<file path="src/hdl/obmc_wb_pkg.sv">
// Shared types, weight window ROM and blend rule codes for the window blend core.
package obmc_wb_pkg;

	localparam int SampleW = 16;
	localparam int WeightW = 5;
	localparam int ProdW   = SampleW + WeightW + 1;
	localparam int AccW    = ProdW + 1;
	localparam int FinRnd  = 8;
	localparam int FinSh   = 4;

	typedef logic signed [SampleW-1:0] sample_t;
	typedef logic [WeightW-1:0]        weight_t;

	typedef enum logic [1:0] {
		MODE_INIT,
		MODE_ACC,
		MODE_FIN,
		MODE_COPY
	} mode_t;

	typedef struct packed {
		logic    skip;
		mode_t   mode;
		weight_t weight;
	} ctrl_t;

	// Upper half of the symmetric 16x16 window, one row per entry.
	localparam logic [3:0] WROM [8][16] = '{
		'{4'd0, 4'd0, 4'd0, 4'd0, 4'd1, 4'd1, 4'd1, 4'd1,
		  4'd1, 4'd1, 4'd1, 4'd1, 4'd0, 4'd0, 4'd0, 4'd0},
		'{4'd0, 4'd0, 4'd1, 4'd1, 4'd1, 4'd2, 4'd2, 4'd2,
		  4'd2, 4'd2, 4'd2, 4'd1, 4'd1, 4'd1, 4'd0, 4'd0},
		'{4'd0, 4'd1, 4'd1, 4'd2, 4'd2, 4'd3, 4'd4, 4'd4,
		  4'd4, 4'd4, 4'd3, 4'd2, 4'd2, 4'd1, 4'd1, 4'd0},
		'{4'd0, 4'd1, 4'd2, 4'd3, 4'd4, 4'd5, 4'd6, 4'd6,
		  4'd6, 4'd6, 4'd5, 4'd4, 4'd3, 4'd2, 4'd1, 4'd0},
		'{4'd1, 4'd1, 4'd2, 4'd4, 4'd5, 4'd7, 4'd8, 4'd9,
		  4'd9, 4'd8, 4'd7, 4'd5, 4'd4, 4'd2, 4'd1, 4'd1},
		'{4'd1, 4'd2, 4'd3, 4'd5, 4'd7, 4'd9, 4'd9, 4'd11,
		  4'd11, 4'd9, 4'd9, 4'd7, 4'd5, 4'd3, 4'd2, 4'd1},
		'{4'd1, 4'd2, 4'd4, 4'd6, 4'd8, 4'd9, 4'd12, 4'd13,
		  4'd13, 4'd12, 4'd9, 4'd8, 4'd6, 4'd4, 4'd2, 4'd1},
		'{4'd1, 4'd2, 4'd4, 4'd6, 4'd9, 4'd11, 4'd13, 4'd14,
		  4'd14, 4'd13, 4'd11, 4'd9, 4'd6, 4'd4, 4'd2, 4'd1}
	};

	function automatic logic [3:0] wrom_lookup(input logic [2:0] j, input logic [3:0] c);
		return WROM[j][c];
	endfunction

endpackage

</file>
<file path="src/hdl/obmc_window_blend_core.sv">
// Top level of the overlapped-window pixel blend core: input and result registers.
//
//  channel | handshake          | payload
//  --------+--------------------+-------------------------------------------------
//  command | start / busy       | ref_sample_a/b, use_average, dest_pixel,
//          |                    | win_row, win_col, edge_top/bottom/left/right
//  result  | done (one cycle)   | new_pixel, write_enable
//
// One pixel per clock; busy is never raised. A command's result shows with done
// after it passes the input register and then the result register, which sit
// around the decode and multiply-add logic. Reset clears only the valid flags.
// The result side cannot stall, so no result is ever held back.
module obmc_window_blend_core (
	input  logic                 clk,
	input  logic                 arst_n,
	input  logic                 start,
	output logic                 busy,
	input  obmc_wb_pkg::sample_t ref_sample_a,
	input  obmc_wb_pkg::sample_t ref_sample_b,
	input  logic                 use_average,
	input  obmc_wb_pkg::sample_t dest_pixel,
	input  logic [3:0]           win_row,
	input  logic [3:0]           win_col,
	input  logic                 edge_top,
	input  logic                 edge_bottom,
	input  logic                 edge_left,
	input  logic                 edge_right,
	output logic                 done,
	output obmc_wb_pkg::sample_t new_pixel,
	output logic                 write_enable
);
	import obmc_wb_pkg::*;

	logic       valid_s1;
	sample_t    ref_a_s1;
	sample_t    ref_b_s1;
	logic       use_avg_s1;
	sample_t    dest_s1;
	logic [3:0] row_s1;
	logic [3:0] col_s1;
	logic [3:0] edges_s1;
	ctrl_t      ctrl;
	sample_t    pixel_d;
	logic       we_d;
	logic       accept;

	assign busy   = 1'b0;
	assign accept = start && !busy;

	always_ff @(posedge clk or negedge arst_n) begin
		if (!arst_n) begin
			valid_s1 <= 1'b0;
			done     <= 1'b0;
		end else begin
			valid_s1 <= accept;
			done     <= valid_s1;
		end
	end

	always_ff @(posedge clk) begin
		if (accept) begin
			ref_a_s1   <= ref_sample_a;
			ref_b_s1   <= ref_sample_b;
			use_avg_s1 <= use_average;
			dest_s1    <= dest_pixel;
			row_s1     <= win_row;
			col_s1     <= win_col;
			edges_s1   <= {edge_top, edge_bottom, edge_left, edge_right};
		end
		if (valid_s1) begin
			new_pixel    <= pixel_d;
			write_enable <= we_d;
		end
	end

	obmc_wb_decode u_decode (
		.edge_top    (edges_s1[3]),
		.edge_bottom (edges_s1[2]),
		.edge_left   (edges_s1[1]),
		.edge_right  (edges_s1[0]),
		.win_row     (row_s1),
		.win_col     (col_s1),
		.ctrl        (ctrl)
	);

	obmc_wb_datapath u_datapath (
		.ref_sample_a (ref_a_s1),
		.ref_sample_b (ref_b_s1),
		.use_average  (use_avg_s1),
		.dest_pixel   (dest_s1),
		.ctrl         (ctrl),
		.new_pixel    (pixel_d),
		.write_enable (we_d)
	);

	a_one_result_per_transfer: assert property (@(posedge clk) disable iff (!arst_n)
		valid_s1 |=> done)
		else $error("accepted pixel produced no result strobe");

	a_no_spurious_result: assert property (@(posedge clk) disable iff (!arst_n)
		done |-> $past(valid_s1))
		else $error("result strobe without an accepted pixel");

	a_skip_keeps_dest: assert property (@(posedge clk) disable iff (!arst_n)
		valid_s1 && ctrl.skip |=> !write_enable && new_pixel == $past(dest_s1))
		else $error("skipped pixel did not pass the destination value through");

endmodule

</file>
<file path="src/hdl/obmc_wb_decode.sv">
// Window position and edge flag decode: skip, blend rule and folded weight.
module obmc_wb_decode (
	input  logic                 edge_top,
	input  logic                 edge_bottom,
	input  logic                 edge_left,
	input  logic                 edge_right,
	input  logic [3:0]           win_row,
	input  logic [3:0]           win_col,
	output obmc_wb_pkg::ctrl_t   ctrl
);
	import obmc_wb_pkg::*;

	logic       upper;
	logic       left;
	logic [2:0] j;
	logic       vedge;
	logic       hedge;
	logic [3:0] w_own;
	logic [3:0] w_vert;
	logic [3:0] w_horz;

	assign upper = ~win_row[3];
	assign left  = ~win_col[3];
	// rows 8..15 mirror onto 7..0
	assign j     = upper ? win_row[2:0] : ~win_row[2:0];
	assign vedge = upper ? edge_top : edge_bottom;
	assign hedge = left ? edge_left : edge_right;

	assign w_own  = wrom_lookup(j, win_col);
	assign w_vert = wrom_lookup(~j, win_col);
	assign w_horz = wrom_lookup(j, {~win_col[3], win_col[2:0]});

	always_comb begin
		ctrl.skip = (edge_top && win_row[3:2] == 2'b00)
			|| (edge_bottom && win_row[3:2] == 2'b11)
			|| (edge_left && win_col[3:2] == 2'b00)
			|| (edge_right && win_col[3:2] == 2'b11);
		ctrl.weight = {1'b0, w_own};
		priority if (vedge && hedge) begin
			ctrl.mode = MODE_COPY;
		end else if (vedge) begin
			ctrl.weight = {1'b0, w_own} + {1'b0, w_vert};
			ctrl.mode   = left ? MODE_FIN : MODE_INIT;
		end else if (hedge) begin
			ctrl.weight = {1'b0, w_own} + {1'b0, w_horz};
			ctrl.mode   = upper ? MODE_FIN : MODE_INIT;
		end else begin
			unique case ({upper, left})
				2'b11:   ctrl.mode = MODE_FIN;
				2'b10:   ctrl.mode = MODE_ACC;
				2'b01:   ctrl.mode = MODE_ACC;
				default: ctrl.mode = MODE_INIT;
			endcase
		end
	end

endmodule

</file>
<file path="src/hdl/obmc_wb_datapath.sv">
// Source select, weight multiply and init/accumulate/finalize arithmetic.
module obmc_wb_datapath (
	input  obmc_wb_pkg::sample_t ref_sample_a,
	input  obmc_wb_pkg::sample_t ref_sample_b,
	input  logic                 use_average,
	input  obmc_wb_pkg::sample_t dest_pixel,
	input  obmc_wb_pkg::ctrl_t   ctrl,
	output obmc_wb_pkg::sample_t new_pixel,
	output logic                 write_enable
);
	import obmc_wb_pkg::*;

	logic signed [SampleW:0]   pair_sum;
	sample_t                   src;
	logic signed [ProdW-1:0]   prod;
	logic signed [AccW-1:0]    acc;
	logic signed [AccW-1:0]    fin_sum;

	assign pair_sum = {ref_sample_a[SampleW-1], ref_sample_a}
		+ {ref_sample_b[SampleW-1], ref_sample_b};
	// floored average: arithmetic shift of the 17-bit sum
	assign src  = use_average ? pair_sum[SampleW:1] : ref_sample_a;
	assign prod = src * $signed({1'b0, ctrl.weight});
	assign acc  = {{(AccW-SampleW){dest_pixel[SampleW-1]}}, dest_pixel}
		+ {prod[ProdW-1], prod};
	assign fin_sum = acc + AccW'(FinRnd);

	always_comb begin
		write_enable = ~ctrl.skip;
		if (ctrl.skip) begin
			new_pixel = dest_pixel;
		end else begin
			unique case (ctrl.mode)
				MODE_INIT: new_pixel = prod[SampleW-1:0];
				MODE_ACC:  new_pixel = acc[SampleW-1:0];
				MODE_FIN:  new_pixel = fin_sum[SampleW+FinSh-1:FinSh];
				default:   new_pixel = src;
			endcase
		end
	end

endmodule

</file>
<file path="config.mk">
export PLATFORM = sky130hd
export DESIGN_NAME = obmc_window_blend_core
export DESIGN_NICKNAME = d
export VERILOG_FILES = /design/src/hdl/obmc_wb_pkg.sv /design/src/hdl/obmc_window_blend_core.sv /design/src/hdl/obmc_wb_decode.sv /design/src/hdl/obmc_wb_datapath.sv
export SDC_FILE = /design/constraint.sdc
export NUM_CORES = 1
export LEC_CHECK = 0
export BUFFER_PORTS_ARGS = -buffer_cell sky130_fd_sc_hd__buf_2
export CAP_MARGIN = 5
export CELL_PAD_IN_SITES_DETAIL_PLACEMENT = 1
export CELL_PAD_IN_SITES_GLOBAL_PLACEMENT = 1
export CORE_ASPECT_RATIO = 0.75
export CORE_MARGIN = 1.5
export CORE_UTILIZATION = 48
export DETAILED_ROUTE_END_ITERATION = 8
export PLACE_DENSITY = 0.79
export SYNTH_ARGS = -nofsm -noshare
export SYNTH_HDL_FRONTEND = slang
export SYNTH_HIERARCHICAL = 1
export SYNTH_SLANG_ARGS = --single-unit
</file>
<file path="constraint.sdc">
create_clock -name clk -period 12.9 [get_ports clk]
set_input_delay 2.58 -clock clk [delete_from_list [all_inputs] [get_ports clk]]
set_output_delay 2.58 -clock clk [all_outputs]
set_load 0.005 [all_outputs]
</file>
==> run metrics <==
status complete, no violations; Diodes inserted 0; IO Pins 83; first-pass GRT wire length 45,420 um; f_max 87.98 MHz; Synth Area in XOR/XNOR 5.734%; CP Class register to register; nets 1,322; Via density 6.028; Clock H-tree levels 3; Slowest-stage cell, CP a21oi_1; CP max stage delay 0.90 ns; Die Ht 126.7 um; cts hold-fix bufs 0; final period utilization 88.11%; core area 20,100 sq um; post-synth cell types 90; number of max-cap violations 0; post-synthesis compound-gate area fraction 18.85%; GRT overflow 0; GRT Util Overall 26.83%; row cnt 45; DIE WIDTH 168.0 um; worst setup skew after layout 0.01260 ns; largest net degree at the start of global routing 63; Area growth syn-to-layout 9.132%; routability congestion estimate from global placement 0.9215; Max Root-Sink Buffers 2; post-synthesis mux area share 5.364%; clk sinks 80; syn avg cell area 9.208 sq um; DRT Pass-1 Iters 7; cell area after synthesis 9797 sq um; Worst-Skew Late Latency 0.36 ns; CTS tree yes; Post-synth EDFFs 78; register area share after synthesis 24.42%; share of cells above drive strength 1 13.45%; Worst Setup End Kind register; commonest non-fill, non-tap cell in the layout inv_1; Synth warnings 6; critical path peak fanout 27; DR iter-0 viols 588; post_cts resized 0; Die ar. 21,290 sq um; antenna violations before repair 0; required time of the worst setup path 13.02 ns; Residual DRC 0; post-synthesis simple-gate area fraction 17.42%; most used cell, CP a21oi_1; Mapped Nets 1,268; most frequent cells in the layout inv_1, ha_1, nor2b_1; ys flop type edfxtp_1; FFs w/ async S/R, synth 2.500%; critical path startpoint category register; largest family of logic cells by synthesized area adder cells; final core utilization 53.19%; Period minus WS final 11.37 ns; Final Hold Viols 0; HPWL Detailed 21,280 um; Worst Path Buf+Inv 5; root buf cell clkbuf_16; Final Max Tran Viols 0; clock transition at the registers of the reported paths 0.08 ns; setup repair bufs after CTS 0; Starting Density 48.74%; Slew headroom 24.73%; # port buffers 81; Vias 8,324; unrepaired setup endpoints after global routing no; final setup fails 0; Setup TNS Final 0 ns; cts bufs inserted 9; delay-heaviest family, CP compound AO/OA/AOI/OAI gates; average routed wire per standard cell 19.97 um; worst slew pin tran 1.129 ns; vias in the first global route 8,624; adder-cell share of the synthesized area 21.71%; WL final 27,580 um; Gate Count Post-Synth 1,064; Post-DRT Antenna Nets 0; flop and latch count out of synthesis 80; Arrival @ worst endpoint 11.48 ns; min-delay worst type register to register
## synthesized netlist by cell type, types with 14 or more instances
library cell  number  share of area, %
clkbuf_1          24              0.92
xor2_1            14               1.3
buf_2             17              0.87
fa_1              50                10
o21ai_0           41               2.1
nand2b_1          22               1.4
mux2i_1           24               2.5
a211oi_1          17               1.3
xnor2_1           42               3.8
nor3_1            19              0.97
inv_1            106               4.1
ha_1              90                11
nand3_1           21               1.1
nor2b_1           85               5.4
nor2_1            45               1.7
a21o_1            16               1.2
edfxtp_1          78                24
a21oi_1           70               3.6
and2_1            16               1.0
nand2_1           67               2.6
## cell families (layout without fill, tap and decap cells)
logic type | Yosys count | after routing
simple gates | 316 | 316
compound gates | 270 | 270
buf+inv | 158 | 217
fa+ha+maj | 140 | 140
flops | 80 | 80
xor+xnor | 59 | 59
mux | 40 | 40
other cells | 1 | 1
## state kept, by name (all words and copies together), names as in the netlist
register	cells
write_enable	1
done	1
use_avg_s1	1
edges_s1	4
new_pixel	16
ref_a_s1	16
ref_b_s1	16
valid_s1	1
dest_s1	16
col_s1	4
row_s1	4
## metrics by stage
stage	setup slack, ns	cells	area [sq um]	hold slack (ns)
detailed placement	1.703	1365	10390	0.5700
CTS	1.649	1381	10690	0.5906
global placement	2.061	1365	10390	0.5614
global route	0.6573	1381	10690	0.6102
floorplan	3.385	1064	9797	0.5197
finish	1.534	1381	10690	0.5878
## cell type report
| class | instances | area [sq um] |
|---|---|---|
| well taps | 258 | 322.8 |
| clock inverters | 7 | 76.32 |
| inverters | 111 | 419.2 |
| clock buffers | 9 | 225.2 |
| multi-input cells | 826 | 6783 |
| repair buffers | 90 | 473.0 |
| fillers | 2356 | 9409 |
| flip-flops and latches | 80 | 2392 |
## worst paths after layout
path | from | cells past startpoint | slack, ns | endpoint
max | row_s1[3] | 38 | 1.53 | new_pixel[12]
min | dest_s1[7] | 1 | 0.59 | new_pixel[7]
max reg2reg | row_s1[3] | 38 | 1.53 | new_pixel[12]
min reg2reg | dest_s1[7] | 1 | 0.59 | new_pixel[7]
max in group asynchronous | arst_n | 1 | 10.80 | valid_s1
min in group asynchronous | arst_n | 1 | 2.00 | done
## metal layers
metal  routed length [um]  track usage [%]  share of wire [%]  up-vias
met4                  437            6.253                1.6        0
met2                12960            44.31                 47      221
met1                12860            37.05                 47     4153
met3                 1326            4.306                4.8       39
li1                     -                -                  -     3911
met5                    0                0                  0        -
Power is not shown: default switching activity piles up to over one toggle a cycle in this logic, so the estimate is an artifact.
